## src/hw/rtl/i2f_pkg.sv

```systemverilog
`timescale 1ns / 1ps
package i2f_pkg;
  localparam int unsigned ExpBias  = 127;
  localparam int unsigned FracBits = 23;
  localparam int unsigned DropBits = 9;
  localparam logic [8:0] HalfPoint = 9'h100;
endpackage

```

## src/hw/rtl/int32_to_float32_convert.sv

```systemverilog
`timescale 1ns / 1ps
// Signed 32-bit integer to IEEE-754 single conversion.
// Throughput: one transaction per cycle; a stall freezes the whole pipeline.
// Stages: magnitude, leading-one count, normalizing shift, rounding.
// Reset (rst_ni low, asynchronous) clears all stage valid bits.
module int32_to_float32_convert (
  input  logic        clk_i,
  input  logic        rst_ni,
  input  logic        valid_i,
  output logic        stall_o,
  input  logic signed [31:0] value_i,
  output logic        valid_o,
  input  logic        stall_i,
  output logic [31:0] float_bits_o
);

  logic adv;
  assign adv = !(valid_o && stall_i);
  assign stall_o = !adv;

  logic        v1_q, v2_q, v3_q, v4_q;
  logic        s1_q, s2_q, s3_q;
  logic [31:0] m1_q, m2_q;
  logic [4:0]  p2_q;
  logic        z2_q, z3_q;
  logic [7:0]  e3_q;
  logic [31:0] a3_q;
  logic [31:0] r4_q;

  logic [4:0]  p_d;
  always_comb begin
    p_d = '0;
    for (int i = 0; i < 32; i++) begin
      if (m1_q[i]) p_d = 5'(i);
    end
  end

  logic [31:0] a_d;
  assign a_d = m2_q << (6'd32 - {1'b0, p2_q});

  logic [22:0] kept;
  logic [8:0]  tail;
  logic        rnd;
  logic [23:0] ksum;
  logic [7:0]  e_fin;
  logic [22:0] f_fin;
  assign kept = a3_q[31:i2f_pkg::DropBits];
  assign tail = a3_q[i2f_pkg::DropBits-1:0];
  assign rnd  = (tail > i2f_pkg::HalfPoint) ||
                ((tail == i2f_pkg::HalfPoint) && kept[0]);
  assign ksum = {1'b0, kept} + {23'd0, rnd};
  assign e_fin = ksum[23] ? e3_q + 8'd1 : e3_q;
  assign f_fin = ksum[23] ? '0 : ksum[22:0];

  always_ff @(posedge clk_i or negedge rst_ni) begin
    if (!rst_ni) begin
      v1_q <= 1'b0;
      v2_q <= 1'b0;
      v3_q <= 1'b0;
      v4_q <= 1'b0;
    end else if (adv) begin
      v1_q <= valid_i;
      v2_q <= v1_q;
      v3_q <= v2_q;
      v4_q <= v3_q;
    end
  end

  always_ff @(posedge clk_i) begin
    if (adv) begin
      s1_q <= value_i[31];
      m1_q <= value_i[31] ? 32'(-value_i) : value_i;
      s2_q <= s1_q;
      m2_q <= m1_q;
      p2_q <= p_d;
      z2_q <= (m1_q == '0);
      s3_q <= s2_q;
      z3_q <= z2_q;
      e3_q <= 8'({3'd0, p2_q} + 8'(i2f_pkg::ExpBias));
      a3_q <= (p2_q == '0) ? '0 : a_d;
      r4_q <= z3_q ? '0 : {s3_q, e_fin, f_fin};
    end
  end

  assign valid_o      = v4_q;
  assign float_bits_o = r4_q;

`ifndef SYNTHESIS
  a_out_hold: assert property (@(posedge clk_i) disable iff (!rst_ni)
    valid_o && stall_i |=> valid_o && $stable(float_bits_o))
    else $error("stalled result changed");
  a_flow: assert property (@(posedge clk_i) disable iff (!rst_ni)
    !stall_o |=> v2_q == $past(v1_q))
    else $error("valid bit lost in pipe");
  a_zero: assert property (@(posedge clk_i) disable iff (!rst_ni)
    v3_q && z3_q && !stall_o |=> float_bits_o == '0)
    else $error("zero input not zero output");
`endif

endmodule

```

## config.mk

```make
export PLATFORM = sky130hd
export DESIGN_NAME = int32_to_float32_convert
export DESIGN_NICKNAME = d
export VERILOG_FILES = /design/src/hw/rtl/i2f_pkg.sv /design/src/hw/rtl/int32_to_float32_convert.sv
export SDC_FILE = /design/constraint.sdc
export NUM_CORES = 1
export LEC_CHECK = 0
export BUFFER_PORTS_ARGS = -buffer_cell sky130_fd_sc_hd__buf_2
export CAP_MARGIN = 20
export CORE_MARGIN = 2
export CORE_UTILIZATION = 55
export DETAILED_ROUTE_END_ITERATION = 16
export GPL_ROUTABILITY_DRIVEN = 0
export HOLD_SLACK_MARGIN = 0.02
export PLACE_DENSITY = 0.75
export SYNTH_ARGS = -nofsm -noshare
export SYNTH_HDL_FRONTEND = slang
export SYNTH_SLANG_ARGS = --single-unit
```

## constraint.sdc

```tcl
create_clock -name clk_i -period 5.9 [get_ports clk_i]
set_input_delay 0.295 -clock clk_i [delete_from_list [all_inputs] [get_ports clk_i]]
set_output_delay 0.295 -clock clk_i [all_outputs]
set_load 0.01 [all_outputs]
```

; ---- After elaboration in Yosys (flattened, before gate mapping)
; Cells that the tools add are included.
[totals]
ff_bits = 150
inputBits = 36
out_inout_bits = 34
wordCells = 71
[op_classes]
add_sub_neg = 5
n_lt_le_gt_ge = 1
eq_ne = 1
shift = 1
n_mux = 32
n_reduce_logical = 10
[op_table]
columns = op, n
row1 = 5-bit 2-to-1 mux, 12
row2 = 32-bit zero test, 1
row3 = 4-bit 2-to-1 mux, 8
row4 = 32-bit negator, 1
row5 = 32-bit by 6-bit left shift with 32-bit output, 1
row6 = 31-bit 2-to-1 mux, 1
row7 = 23-bit by 1-bit adder with 24-bit output, 1
row8 = 16-bit OR reduction, 1
row9 = 3-bit 2-to-1 mux, 4
row10 = "9-bit equality test, second input constant", 1
row11 = "9-bit > comparator, second input constant", 1
row12 = "5-bit by 7-bit adder with 8-bit output, second input constant", 1
row13 = "8-bit by 1-bit adder with 8-bit output, second input constant", 1
row14 = 2-bit 2-to-1 mux, 4
row15 = 8-bit 2-to-1 mux, 1
row16 = 8-bit OR reduction, 1
row17 = "6-bit by 5-bit subtractor with 6-bit output, first input constant", 1
row18 = 5-bit zero test, 1
row19 = 2-bit OR reduction, 2
row20 = 4-bit OR reduction, 1
row21 = 1-bit logical AND, 2
row22 = 1-bit 2-to-1 mux, 2
row23 = 1-bit logical OR, 1

; ---- Depth between registers and ports, before layout
[depth]
word_depth = 30
ltp_mapped = 12
mapped_depth_nobuf = 9

; ---- Worst setup path after synthesis
; OpenSTA, ideal clock, no wires.
[synth_path]
path_type = register to output
startpoint = register v4_q, in the netlist valid_o
endpoint = output port stall_o
arrival_time_ps = 4004
required_ps = 5605
slack_ps = 1601
stages_incl_launch_ff = 3
n_path_buf = 0
cell_sequence = dfrtp_1 > nand2_1 > inv_1
[synth_via]
elab_chain_len = 1
[synth_rtl]
columns = element, line_no
row1 = from (decl), int32_to_float32_convert.sv:21  ; logic v1_q, v2_q, v3_q, v4_q;
row2 = from (signal assigned), int32_to_float32_convert.sv:65  ; v4_q <= v3_q;
row3 = 1-bit logical AND, int32_to_float32_convert.sv:18  ; assign adv = !(valid_o && stall_i);
row4 = to (decl), int32_to_float32_convert.sv:10  ; output logic stall_o,
; No other way between the ends.

; ---- Worst setup path in the final report
[layout_path]
startpoint = register p2_q[0]
endpoint = register a3_q[31], data pin
[layout_via]
elab_chain_len = 2
elab_cells_between_ends = 3
cone_classes = add/sub: 1 / shift: 1 / reduce/logical: 1
[layout_rtl]
columns = element, line_no
row1 = from (decl), int32_to_float32_convert.sv:24  ; logic [4:0] p2_q;
row2 = from (signal assigned), int32_to_float32_convert.sv:75  ; p2_q <= p_d;
row3 = 6-bit by 5-bit subtractor with 6-bit output, int32_to_float32_convert.sv:39  ; assign a_d = m2_q << (6'd32 - {1'b0, p2_q});
row4 = 32-bit by 6-bit left shift with 32-bit output, int32_to_float32_convert.sv:39
row5 = to (signal assigned), int32_to_float32_convert.sv:80  ; a3_q <= (p2_q == '0) ? '0 : a_d;
row6 = to (decl), int32_to_float32_convert.sv:27  ; logic [31:0] a3_q;
; Parallel ways exist; a longest one is shown, timed or not.
; A chain may end at the register's enable or synchronous reset.

==> out/results.ini <==
[sta]
slew_headroom_pct=33.2
drv_slew=0
min_period_ns=3.67
setup_viol=0
rsz0062_at_grt=no
final_hold_viol_count=0
fmax_mhz=272
fin_crit_sh_pct=62.3
setup_ws_ns=2.23
worst_pin_slew_ns=1.00
tns_ns=0
fin_skew_ns=0.0119

[die]
die_w_um=124
core_area_um2=14000
placementRows=43
die_h_um=124
dieArea_um2=15400
start_util_pct=56.6
boundaryPins=70

[run]
drv_cap=0

[place]
dp_slack_ns=2.28
port_buffers=69
post-place-cells=874
dp_hpwl_mm=11.1

[logic_synthesis]
netlist_area_um2=7910
synthAdderAreaFrac_pct=0.949
seq_area_frac_synth_pct=56.7
synth-simple-area-share_pct=13.9
synthCells=648
ys_async_sr_fraction_pct=2.67
synthFlopType=edfxtp_1
synth_compound_area_share_pct=8.19
yosys.area_share.xor_xnor_pct=6.31
yosysWarnings=0
ys_ff_latch=150
syn_avg_cell_area_um2=12.2
synth_edf_count=146
muxShareOfSynthArea_pct=10.8
ys_types=62
synth_top_family_by_area=simple AND/OR/NAND/NOR gates
synth_nets=690

[global_route]
grt-ovfl-total=0
grt_first_pass_wirelength_mm=24.2
met2_usage_pct=36.1
grtUsageMet1_pct=23.7
met3_usage_pct=5.40
antenna_found_initial=0
grt_pass1_vias=5076
top_usage_layer=met2
grt_start_max_net_pins=83
gr-usage-all-layers_pct=21.0

[power_and_ir_drop]
powerDensity_nw_per_um2=525
p_leak_nw=3.34
peakVddDrop_v=0.000282

[layout]
final_cell_mix=edfxtp_1 (146), nor2_1 (86), buf_2 (69)
area_growth_pct=13.3
finalNonFillerCells=907
layout_commonest_cell=edfxtp_1
nets=756
drive_gt1_share_pct=20.4
diodes=0

[clocking]
postCtsSetupBuffers=0
worstSkewPairLatency_ns=0.43
clockBufferDepth=2
root_buffer=clkbuf_16
numClockSinks=150
h-tree-depth=4
cts_tree=yes
cts_resized=0
cts_made_buffers=17
path_clk_slew_ns=0.06

[detailed_routing]
routed_wl_mm=14.9
vias=5278
wl_per_cell_um=16.4
drt_iter0_markers=314
drc_errors=0
viasPerCell=5.82
firstDrtPassIters=5
ant_nets=0

[setup_path]
worst_setup_path_start_kind=flop
worstReg2RegStart=p2_q[0]$_SDFFCE_PP1N_
cp.arrival_ns=3.83
crit_fanout=36
path_class=reg2reg
cp_data_required_time_ns=6.05
worstSetupEndpointType=flop
startpoint=p2_q[0]$_SDFFCE_PP1N_

[min_path]
hold_class=in2reg
min-delay-start=valid_i

[run_status]
status=finished clean

==> flip-flops by register name, summed over array words and instances, names as in the netlist <==
name          flops
v1_q              1
s2_q              1
s1_q              1
float_bits_o     32
z3_q              1
e3_q              8
a3_q             32
v3_q              1
m1_q             32
v2_q              1
p2_q              5
m2_q             32
s3_q              1
z2_q              1
valid_o           1
==> stage by stage <==
| stage | power [mW] | utilization, % | hold slack [ns] | instance area (um^2) |
|---|---|---|---|---|
| final | 4.71 | 64.1 | 0.0906 | 8960 |
| after global routing | 4.99 | 64.1 | 0.0843 | 8960 |
| after CTS | 4.71 | 64.1 | 0.0790 | 8960 |
| after detailed placement | 3.64 | 59.8 | 0.102 | 8360 |
| after global placement | 3.58 | 59.8 | 0.0968 | 8360 |
| after floorplan | 3.19 | - | -0.000591 | 7910 |
==> critical path, stage by stage (launching register included) <==
cell      delay, ns
edfxtp_1       0.32
buf_4          0.44
inv_1          0.25
ha_1           0.73
buf_4          0.39
mux2_2         0.36
o21ai_0        0.41
o21a_1         0.22
mux2_2         0.18
o22ai_1        0.09
==> cell usage after synthesis (10+ instances only) <==
cell	instances	area, um^2
edfxtp_1	146	4380
a21oi_1	24	120
mux2_2	11	124
inv_1	19	71.3
mux2i_1	19	190
nor4_1	10	62.6
xnor2_1	38	333
nor3_1	13	65.1
o31ai_1	12	90.1
mux4_2	24	541
xor2_1	19	166
nand2_1	53	199
nand3_1	18	90.1
o21ai_0	25	125
nor2_1	86	323
==> timing repair <==
action | CTS | global route
hold endpoints to repair | 4 | 0
setup endpoints to repair | 0 | 0
hold buffers | 1 | 0
==> worst paths after layout <==
check	to	depth (start not counted)	slack, ns
min in group asynchronous	valid_o$_DFFE_PN0N_	2	0.19
min	v1_q$_DFFE_PN0N_	2	0.09
min reg2reg	s2_q$_DFFE_PN_	0	0.41
max in group asynchronous	v2_q$_DFFE_PN0N_	2	5.60
max	a3_q[31]$_SDFFCE_PP0N_	9	2.23
max reg2reg	a3_q[31]$_SDFFCE_PP0N_	9	2.23
==> metal layers <==
metal  vias up  routed length [um]
met4         0                 628
met5         -                   0
met1      2458                5800
li1       2579                   -
met3        51                 757
met2       190                7710
==> power breakdown <==
part / internal (mW) / switching, mW / total [mW]
registers: 1.74 / 0.258 / 1.99
clock network: 0.661 / 0.403 / 1.06
logic: 0.706 / 0.945 / 1.65
==> final cells by class <==
class,count,area [um^2]
sequential,150,4480
clock buffer,19,433
multi-input combinational,450,3190
tap,180,225
timing repair buffer,74,385
clock inverter,13,156
inverter,21,91.3
fill,1083,5020
==> cells by family after synthesis <==
kind of cell,count (synthesis)
fa+ha+maj,6
compound gates,100
mux,54
buf+inv,48
simple gates,233
flops,150
xor+xnor,57
Power figures use the tool's default switching activity.
